## src/hdl/gbba_pkg.sv

```systemverilog
`timescale 1ns / 1ps
`default_nettype none
// ----------------------------------------------------------------------------
// gbba_pkg
// Types and constants shared by the grouped bitmap block allocator.
// ----------------------------------------------------------------------------
package gbba_pkg;

    // input word kinds
    localparam logic KIND_LOAD  = 1'b0;
    localparam logic KIND_ALLOC = 1'b1;

    // configuration register indexes
    localparam logic [1:0] CFG_BLOCKS_PER_GROUP = 2'd0;
    localparam logic [1:0] CFG_GROUP_COUNT      = 2'd1;
    localparam logic [1:0] CFG_INODES_PER_GROUP = 2'd2;

    localparam int CFG_DATA_W = 17;

    localparam logic [15:0] RST_BLOCKS_PER_GROUP = 16'd8192;
    localparam logic [12:0] RST_GROUP_COUNT      = 13'd16;
    localparam logic [16:0] RST_INODES_PER_GROUP = 17'd2048;

    // scan index width: group count times words per group
    localparam int SCAN_W = 24;

    typedef struct packed {
        logic        kind;
        logic [11:0] word_address;
        logic [31:0] word_value;
        logic [31:0] hint_inode;
    } t_in_word;

    typedef struct packed {
        logic        found;
        logic [16:0] block_number;
    } t_out_word;

    typedef struct packed {
        logic        done;
        logic [31:0] quotient;
    } t_div_stat;

    // position of the lowest clear bit; 31 when every bit is set
    function automatic logic [4:0] lowest_clear(input logic [31:0] w);
        logic [4:0] b;
        b = 5'd31;
        for (int i = 31; i >= 0; i--) begin
            if (!w[i]) begin
                b = 5'(i);
            end
        end
        return b;
    endfunction

endpackage
`default_nettype wire

```

## src/hdl/gbba_div.sv

```systemverilog
`timescale 1ns / 1ps
`default_nettype none
// ----------------------------------------------------------------------------
// gbba_div
// Restoring divider, one quotient bit per cycle, 32 quotient bits per division.
// ----------------------------------------------------------------------------
module gbba_div
    import gbba_pkg::*;
(
    input  wire logic        i_clk,
    input  wire logic        i_rst_n,
    input  wire logic        i_start,
    input  wire logic [31:0] i_dividend,
    input  wire logic [16:0] i_divisor,
    output t_div_stat        o_stat
);

    logic [16:0] r_rem;
    logic [31:0] r_q;
    logic [16:0] r_div;
    logic [4:0]  r_cnt;
    logic        r_busy;
    logic        r_done;

    logic [17:0] trial;
    logic        fits;

    always_comb begin
        trial = {r_rem, r_q[31]};
        fits  = trial >= {1'b0, r_div};
    end

    always_ff @(posedge i_clk) begin
        if (!i_rst_n) begin
            r_busy <= 1'b0;
            r_done <= 1'b0;
            r_cnt  <= '0;
        end else begin
            r_done <= 1'b0;
            if (i_start) begin
                r_busy <= 1'b1;
                r_cnt  <= '0;
                r_rem  <= '0;
                r_q    <= i_dividend;
                r_div  <= i_divisor;
            end else if (r_busy) begin
                // shift the dividend out as quotient bits come in
                r_rem <= fits ? 17'(trial - {1'b0, r_div}) : trial[16:0];
                r_q   <= {r_q[30:0], fits};
                r_cnt <= r_cnt + 5'd1;
                if (r_cnt == 5'd31) begin
                    r_busy <= 1'b0;
                    r_done <= 1'b1;
                end
            end
        end
    end

    assign o_stat.done     = r_done;
    assign o_stat.quotient = r_q;

endmodule
`default_nettype wire

```

## config.mk

```make
export PLATFORM = sky130hd
export DESIGN_NAME = gbba_div
export DESIGN_NICKNAME = d
export VERILOG_FILES = /design/src/hdl/gbba_pkg.sv /design/src/hdl/gbba_div.sv
export SDC_FILE = /design/constraint.sdc
export NUM_CORES = 1
export LEC_CHECK = 0
export ABC_AREA = 1
export ABC_CLOCK_PERIOD_IN_PS = 3240
export BUFFER_PORTS_ARGS = -buffer_cell sky130_fd_sc_hd__buf_2
export CORE_MARGIN = 4
export CORE_UTILIZATION = 60
export DETAILED_ROUTE_END_ITERATION = 12
export PLACE_DENSITY_LB_ADDON = 0.1
export SYNTH_ARGS = -nofsm -noshare
export SYNTH_HDL_FRONTEND = slang
export SYNTH_SLANG_ARGS = --single-unit
```

## constraint.sdc

```tcl
create_clock -name i_clk -period 3.24 [get_ports i_clk]
set_input_delay 0.162 -clock i_clk [delete_from_list [all_inputs] [get_ports i_clk]]
set_output_delay 0.162 -clock i_clk [all_outputs]
set_load 0.01 [all_outputs]
```

After elaboration in Yosys (flattened, before gate mapping)
Index checks and enable logic that the tools add are counted.

word-level totals
  output and inout bits = 33
  word-level logic and storage cells = 25
  register bits after elaboration = 73
  input port bits = 52

cells by class
  multiplexer cells = 8
  order comparisons = 1
  equal/unequal tests = 1
  bitwise gates (word level) = 2
  $add $sub $neg = 2
  reductions and logical operators = 5

operators with widths
  operator                                                        count
  32-bit 2-to-1 mux                                               2
  17-bit 2-to-1 mux                                               2
  18-bit by 17-bit greater-or-equal comparator with 1-bit output  1
  17-bit subtractor                                               1
  5-bit by 1-bit adder with 5-bit output, second input constant   1
  5-bit == test, second input constant                            1
  1-bit 2-to-1 mux                                                4
  2-bit AND reduction                                             2
  3-bit OR reduction                                              1
  1-bit NOT                                                       2
  2-bit nonzero test                                              1
  2-bit OR reduction                                              1

Logic depth before layout (Yosys ltp)
Gate-level depths: netlist (run 1).

  depth after elaboration = 4
  gate-level depth with buffers = 15
  mapped depth without buffers = 14

Worst setup path before layout (run 1)
Ideal clock, no wire load.

  path kind = reg-to-reg
  from = register r_q[31]
  to = register r_rem[12] (data pin)
  slack = 1.191 ns
  period minus slack after synthesis = 2.049 ns
  setup time = 0.254 ns
  arrival = 1.795 ns
  required time = 2.986 ns
  stages on the path, launching flop included = 12
  path buffers = 1
  cells stage by stage = edfxtp_1 > inv_1 > ha_1 > inv_1 > fa_1 > nand3_1 > nand3_2 > nand2_4 > nand2_4 > buf_8 > nor2_1 > nor2_2

between the ends
  longest elaborated chain between the ends = 3
  elaborated cells between the ends (all ways) = 4
  classes of those cells = add/sub: 1; order compare: 1; mux: 2

ends and longest elaborated chain
  what                                                                                                 RTL line                        text
  start: declaration                                                                                   gbba_div.sv:19                  logic [31:0] r_q;
  start signal: assignment                                                                             gbba_div.sv:44                  r_q <= i_dividend;
  start signal: assignment                                                                             gbba_div.sv:49                  r_q <= {r_q[30:0], fits};
  17-bit subtractor or 18-bit by 17-bit greater-or-equal comparator with 1-bit output (tied branches)  gbba_div.sv:48, gbba_div.sv:30
  17-bit 2-to-1 mux *                                                                                  gbba_div.sv:48                  r_rem <= fits ? 17'(trial - {1'b0, r_div}) : trial[16:0];
  17-bit 2-to-1 mux *                                                                                  gbba_div.sv:46                  end else if (r_busy) begin
  end signal: assignment                                                                               gbba_div.sv:48
  end: declaration                                                                                     gbba_div.sv:18                  logic [16:0] r_rem;

Every way passes the cells marked *; elsewhere a longest branch is shown, timed or not. The select of a mux whose other input is x is not followed.
A chain may end at the register's enable or synchronous reset.

Final worst setup path (run 1)
  from = register r_rem[11]
  to = register r_rem[15] (data pin)

between the ends
  longest elaborated chain between the ends = 3
  elaborated cells between the ends (all ways) = 4
  classes of those cells = add/sub: 1; order compare: 1; mux: 2

ends and longest elaborated chain
  what                                                                                                 RTL line
  17-bit subtractor or 18-bit by 17-bit greater-or-equal comparator with 1-bit output (tied branches)  gbba_div.sv:48, gbba_div.sv:30
  17-bit 2-to-1 mux *                                                                                  gbba_div.sv:48
  17-bit 2-to-1 mux *                                                                                  gbba_div.sv:46

Marks and branches as above.

==> results of run 1 <==
-- sequential cells by signal, summed over array words and instances (netlist names) --
name    count
r_cnt       5
r_done      1
r_div      17
r_busy      1
r_q        32
r_rem      17
-- critical path, stage by stage (launching register included) --
cell and delay (ns):
edfxtp_1 0.42, ha_1 0.39, nand2_1 0.13, inv_1 0.06, nand2_1 0.06, nand2_1 0.06
nand2_1 0.06, nand2_1 0.08, nor2_4 0.30, nand2_4 0.21, nand2_1 0.15, nand2_1 0.08
nand2_1 0.06, inv_1 0.03
-- cell type report --
cell class / count / area (um^2) / share of cell area [%]
repair buffers: 104 / 625.6 / 11.99
well taps: 96 / 120.1 / 2.302
clock buffers: 10 / 127.6 / 2.445
flip-flops and latches: 73 / 2122 / 40.66
inverters: 81 / 304.0 / 5.826
multi-input cells: 369 / 1813 / 34.74
clock inverters: 6 / 106.4 / 2.038
-- synth_stat cells --
cell type / n
xor2_1: 6
clkbuf_1: 7
xnor2_1: 1
buf_8: 1
nor4_1: 1
nor2_2: 6
nor2_4: 3
clkinv_1: 1
nor3_1: 6
a21oi_1: 10
nand2_1: 226
nand2_4: 2
a211oi_1: 1
inv_2: 2
a31oi_1: 1
edfxtp_1: 66
buf_4: 1
nor2_1: 42
nand3_2: 4
or2_2: 1
nand3_1: 15
o21ai_0: 1
buf_2: 3
nand3b_1: 10
dfxtp_1: 7
nand4_1: 4
and2_1: 2
or2_1: 1
nor3_2: 1
inv_1: 78
ha_1: 19
buf_6: 2
nand2_2: 4
fa_1: 1
nand3b_2: 1
-- layer usage --
layer	global-route usage (%)	vias up	routed length, um
met5	0	-	0
met4	10.01	0	229
met3	5.037	22	826
met2	42.11	173	4992
met1	33.67	1742	4316
li1	-	1883	-
-- power by group --
group          leakage, uW  internal, uW  switching (uW)
logic              0.00189           290             509
clock network     0.000116           508             340
registers         0.000697          1140            48.6
-- worst max-delay path by stage --
stage	slack, ns	start	end	depth (start not counted)
floorplan	1.19	r_q[31]	r_rem[12]	11
global placement	1.03	r_rem[9]	r_rem[4]	10
finish	0.92	r_rem[11]	r_rem[15]	13
detailed placement	0.96	r_rem[11]	r_rem[15]	13
CTS	0.95	r_rem[11]	r_rem[15]	13
global route	0.72	r_q[31]	r_rem[15]	12
-- per-stage QoR --
stage / setup slack [ns] / total power, uW
6_report: 0.9174 / 2840
5_1_grt: 0.7243 / 3001
4_1_cts: 0.9521 / 2847
3_5_place_dp: 0.9649 / 1980
3_3_place_gp: 1.026 / 1963
2_1_floorplan: 1.191 / 1772
-- what timing repair did --
action	CTS	global route
setup endpoints to repair	0	0
endpoints found under the hold margin	17	0
hold buffers	17	0
-- cells by family after synthesis --
logic type / Yosys count / synth area share [%]
simple gates: 329 / 32.91
compound gates: 13 / 1.592
buf+inv: 95 / 9.030
xor+xnor: 7 / 1.418
flops: 73 / 49.09
fa+ha+maj: 20 / 5.962
==> results.py, run 1 <==
metrics = {
    "global_routing": {
        "grt_first_pass_wirelength_mm": 17.37,
        "grt_overflow_total": 0,
        "grt_start_max_net_pins": 34,
        "grt_usage_pct": 25.71,
        "antenna_found_initial": 0,
        "first_global_vias": 3752,
    },
    "logic_synthesis": {
        "yosysWarnings": 0,
        "ys_ff_latch": 73,
        "yosysUniqueCellTypes": 35,
        "synth_nets": 609,
        "yosysTopAreaCell": "edfxtp_1",
        "synth.area.top_cells": "edfxtp_1 46%, nand2_1 20%, inv_1 6.8%, ha_1 5.5%, nor2_1 3.6%",
        "avgSynthCellArea_um2": 8.050,
        "synth_top_area_share_pct": 45.85,
        "synth_seq_area_share_pct": 49.09,
        "netlist_area_um2": 4323,
        "syn_inst": 537,
    },
    "finish": {
        "drive_gt1_share_pct": 19.44,
        "post-route-util_pct": 75.56,
        "final.fill_count": 531,
        "diodes": 0,
        "design_area_um2": 5219,
        "final_common_cell": "nand2_1",
        "fin_cells": 739,
        "most-common-layout-cells": "225 x nand2_1, 84 x buf_2, 78 x inv_1, 66 x edfxtp_1, 42 x nor2_1",
        "final_nets": 710,
        "syn2layout_area_growth_pct": 20.72,
    },
    "worst_setup_path": {
        "critical_path_arrival_ns": 2.43,
        "r2r-start": "r_rem[11]",
        "path_class": "flop to flop",
        "r2r_end": "r_rem[15]",
        "cp.required_ns": 3.35,
        "critPathCaptureType": "flop",
        "cp-start-kind": "flop",
        "path_max_fanout": 15,
        "rr_worst_depth": 13,
        "r2r_slack_ns": 0.92,
    },
    "die": {
        "ios": 85,
        "initial_core_util_pct": 62.59,
        "dieArea_um2": 8627,
        "dieHeight_um": 92.88,
        "core_um2": 6907,
        "fp.dieW_um": 92.88,
        "rows": 30,
    },
    "sta": {
        "fin_hold_ws_ns": 0.08337,
        "hold_viol_final": 0,
        "finClkSkew_ns": 0.01252,
        "slew_viol_final": 0,
        "setup-violations-final": 0,
        "tightest_slew_ns": 0.7470,
        "max_freq_mhz": 430.5,
        "finalCritPeriodShare_pct": 71.69,
        "post-route-min-period_ns": 2.323,
        "fin_tns_setup_ns": 0,
        "grt_setup_unrepaired": "false",
        "slew_headroom_pct": 50.14,
    },
    "place": {
        "port_buffers": 84,
        "routabilityCongestion": 0.8550,
        "dp_cells": 706,
        "dp_hpwl_mm": 7.471,
        "place_area_um2": 4815,
    },
    "run_status": {
        "outcome": "completed",
    },
    "route": {
        "wl_per_cell_um": 14.03,
        "drt-initial-drc-count": 256,
        "via_per_inst": 5.169,
        "dr.pass1.iters": 5,
        "drt-total-wl_mm": 10.37,
        "drc_errors": 0,
        "antenna_left": 0,
        "dr_total_vias": 3820,
    },
    "clocking": {
        "clock_path_buffers": 2,
        "cts_tree": "yes",
        "htreeDepth": 3,
        "cts_buffers": 9,
        "cts_resized": 0,
        "cts-root-buf": "clkbuf_8",
        "cts_setup_buffers": 0,
        "clk_pin_slew_ns": 0.08,
        "cts_sinks": 73,
        "clk_latency_ns": 0.35,
    },
    "pwr": {
        "leakage_uw": 0.002699,
        "p_per_area_nw_per_um2": 544.2,
        "irDropWorstVdd_mv": 0.3303,
    },
    "job": {
        "maxCapViolations": 0,
    },
    "min_path": {
        "min-delay-start": "i_dividend[10]",
        "hold_end": "r_q[10]",
        "hold_path.class": "input port to flop",
        "hold-path-cell-count": 3,
    },
}
Power figures use the tool's default switching activity.
==> run 2: changes to the inputs <==
--- a/config.mk
+++ b/config.mk
@@ -5,11 +5,11 @@
 export SDC_FILE = /design/constraint.sdc
 export NUM_CORES = 1
 export LEC_CHECK = 0
-export ABC_AREA = 1
-export ABC_CLOCK_PERIOD_IN_PS = 3240
+export ABC_AREA = 0
+export ABC_CLOCK_PERIOD_IN_PS = 2050
 export BUFFER_PORTS_ARGS = -buffer_cell sky130_fd_sc_hd__buf_2
 export CORE_MARGIN = 4
-export CORE_UTILIZATION = 60
+export CORE_UTILIZATION = 49
 export DETAILED_ROUTE_END_ITERATION = 12
 export PLACE_DENSITY_LB_ADDON = 0.1
 export SYNTH_ARGS = -nofsm -noshare
==> constraint.sdc (replaced) <==
create_clock -name i_clk -period 2.05 [get_ports i_clk]
set_input_delay 0.1025 -clock i_clk [delete_from_list [all_inputs] [get_ports i_clk]]
set_output_delay 0.1025 -clock i_clk [all_outputs]
set_load 0.01 [all_outputs]
==> results.py, run 2 <==
metrics = {
    "run_status": {
        "outcome": "finished with violations",
        "violations": "setup timing",
    },
    "global_routing": {
        "antenna_found_initial": 0,
        "grt_usage_pct": 19.49,
        "grt_first_pass_wirelength_mm": 15.13,
        "grt_start_max_net_pins": 37,
        "first_global_vias": 3193,
        "grt_overflow_total": 0,
    },
    "finish": {
        "largest_register": "r_q",
        "final.fill_count": 594,
        "drive_gt1_share_pct": 48.37,
        "diodes": 0,
        "largest_reg_flops": 32,
        "multi_input_area_um2": 1704,
        "final_nets": 557,
        "most-common-layout-cells": "84 x buf_2, 69 x buf_4, 66 x edfxtp_1, 32 x mux2_2, 21 x nor2_1",
        "final_common_cell": "buf_2",
        "reg.largest.list": "r_q: 32 flops, r_div: 17 flops, r_rem: 17 flops",
        "regArea_um2": 2122,
        "syn2layout_area_growth_pct": 38.51,
    },
    "worst_setup_path": {
        "cp-start-kind": "flop",
        "worst_path_most_repeated_cell": "inv_2",
        "cp_top_family": "compound AO/OA/AOI/OAI gates",
        "slowest_delay_ns": 0.42,
        "critPathCaptureType": "flop",
        "crit_buf_inv": 3,
        "path_class": "flop to flop",
        "cp.required_ns": 2.13,
        "critical_path_arrival_ns": 2.70,
        "cp_cell_sequence": "inv_2 > ha_4 > inv_2 > fa_2 > a21o_1 > a221oi_2 > o211ai_1 > a31o_4 > buf_6 > mux2i_2 > nor2_1",
        "cp_slowest_cell": "edfxtp_1",
        "path_max_fanout": 5,
    },
    "sta": {
        "slew_headroom_pct": 70.33,
        "slew_viol_final": 0,
        "layout_setup_ws_ns": -0.5673,
        "finClkSkew_ns": 0.01092,
        "post-route-min-period_ns": 2.617,
        "fin_tns_setup_ns": -8.795,
        "grt_setup_unrepaired": "true",
        "setup-violations-final": 18,
        "hold_viol_final": 0,
        "finalCritPeriodShare_pct": 127.7,
        "max_freq_mhz": 382.1,
        "tightest_slew_ns": 0.4450,
    },
    "logic_synthesis": {
        "ys_ff_latch": 73,
        "synth_top_area_share_pct": 50.41,
        "synth.area.top_cells": "edfxtp_1 50%, mux2_2 9.2%, ha_1 6.0%, dfxtp_1 3.6%, mux2i_1 2.8%",
        "yosysUniqueCellTypes": 55,
        "synth_enable_flop_cells": 66,
        "yosysMostFrequentCell": "edfxtp_1",
        "synth_top_flop_cell": "edfxtp_1",
        "synth_commonest_cells": "66 x edfxtp_1, 32 x mux2_2, 22 x inv_1",
        "yosysTopAreaCell": "edfxtp_1",
        "avgSynthCellArea_um2": 12.72,
        "syn_inst": 309,
        "netlist_area_um2": 3931,
        "synth_seq_area_share_pct": 53.98,
        "synth_nets": 381,
        "yosysWarnings": 0,
        "async_flop_share_pct": 0,
    },
    "clocking": {
        "cts_sinks": 73,
        "htreeDepth": 3,
        "cts_tree": "yes",
        "clk_pin_slew_ns": 0.08,
        "clk_latency_ns": 0.34,
        "cts_buffers": 9,
        "cts-root-buf": "clkbuf_8",
        "clock_path_buffers": 2,
    },
    "route": {
        "antenna_left": 0,
        "drt-total-wl_mm": 8.881,
        "drc_errors": 0,
        "dr_total_vias": 3041,
        "via_per_inst": 5.137,
        "wl_per_cell_um": 15.00,
        "dr.pass1.iters": 4,
        "drt-initial-drc-count": 164,
    },
    "place": {
        "port_buffers": 84,
        "dp_hpwl_mm": 6.471,
        "routabilityCongestion": 0.8615,
    },
    "pwr": {
        "totalPowerFinal_uw": 4206,
        "irDropWorstVdd_mv": 0.4672,
        "leakage_uw": 0.002396,
        "p_per_area_nw_per_um2": 772.4,
    },
    "job": {
        "maxCapViolations": 0,
    },
    "die": {
        "core_um2": 7767,
        "ios": 85,
        "dieHeight_um": 97.57,
        "dieArea_um2": 9520,
        "initial_core_util_pct": 50.61,
        "rows": 32,
        "fp.dieW_um": 97.57,
    },
    "min_path": {
        "hold_path.class": "input port to flop",
    },
}
-- run 2: kinds of logic (layout without fill, tap and decap cells) --
| kind of cell | Yosys count | after routing | share of synthesized area [%] |
|---|---|---|---|
| XOR/XNOR | 13 | 13 | 2.896 |
| multiplexers | 43 | 43 | 11.97 |
| buffers and inverters | 33 | 214 | 4.233 |
| adder cells (fa/ha/maj) | 20 | 20 | 6.556 |
| AO/OA/AOI/OAI | 62 | 62 | 12.44 |
| flip-flops | 73 | 73 | 53.98 |
| AND/OR/NAND/NOR | 65 | 65 | 7.925 |
-- run 2: area by class of cell --
cell class	instances	share of cell area, %
sequential	73	38.97
multi-input combinational	203	31.30
timing repair buffer	176	22.08
clock buffer	12	2.849
tap	102	2.344
inverter	22	1.517
clock inverter	4	0.9421
-- run 2: per-stage QoR --
stage / setup slack [ns] / instances / area [um^2] / util, % / hold slack (ns)
floorplan: -0.6269 / 309 / 3935 / - / 0.2014
global placement: -0.5232 / 549 / 4925 / 63.40 / 0.2787
detailed placement: -0.6438 / 549 / 4925 / 63.40 / 0.2806
CTS: -0.5626 / 589 / 5401 / 69.54 / 0.03978
global route: -0.6595 / 592 / 5445 / 70.10 / 0.04828
finish: -0.5673 / 592 / 5445 / 70.10 / 0.05530
-- run 2: per-layer routing --
metal / global-route usage [%] / wire (um) / share of wire [%]
met1: 25.67 / 4072 / 46
met3: 4.666 / 580 / 6.5
met5: 0 / 0 / 0
met4: 6.603 / 107 / 1.2
met2: 31.58 / 4121 / 46
-- run 2: worst reg2reg max path: stages, from the launching register on --
cell,delay [ns]
edfxtp_1,0.42
inv_2,0.09
ha_4,0.13
inv_2,0.03
fa_2,0.33
a21o_1,0.19
a221oi_2,0.27
o211ai_1,0.18
a31o_4,0.31
buf_6,0.15
mux2i_2,0.17
nor2_1,0.07
-- run 2: power breakdown --
part / switching, uW / internal (uW) / total, uW / leakage (uW)
Combinational: 570 / 650 / 1220 / 0.00161
Sequential: 54.8 / 1760 / 1820 / 0.000687
Clock: 536 / 632 / 1170 / 0.000103
Total: 1160 / 3040 / 4210 / 0.00240
-- run 2: what timing repair did --
action,in CTS,in global routing
gates resized for setup,15,5
hold endpoints to repair,17,0
pin swaps,8,9
endpoints found under the setup margin,18,18
buffers inserted,8,4
hold buffers,17,0
-- run 2: path summary, 6_finish.rpt --
kind | start | endpoint | slack (ns) | cells after the start
max | r_q[31] | r_rem[10] | -0.57 | 11
min | i_dividend[5] | r_q[5] | 0.06 | 2
max reg2reg | r_q[31] | r_rem[10] | -0.57 | 11
min reg2reg | r_cnt[4] | r_cnt[4] | 0.51 | 2
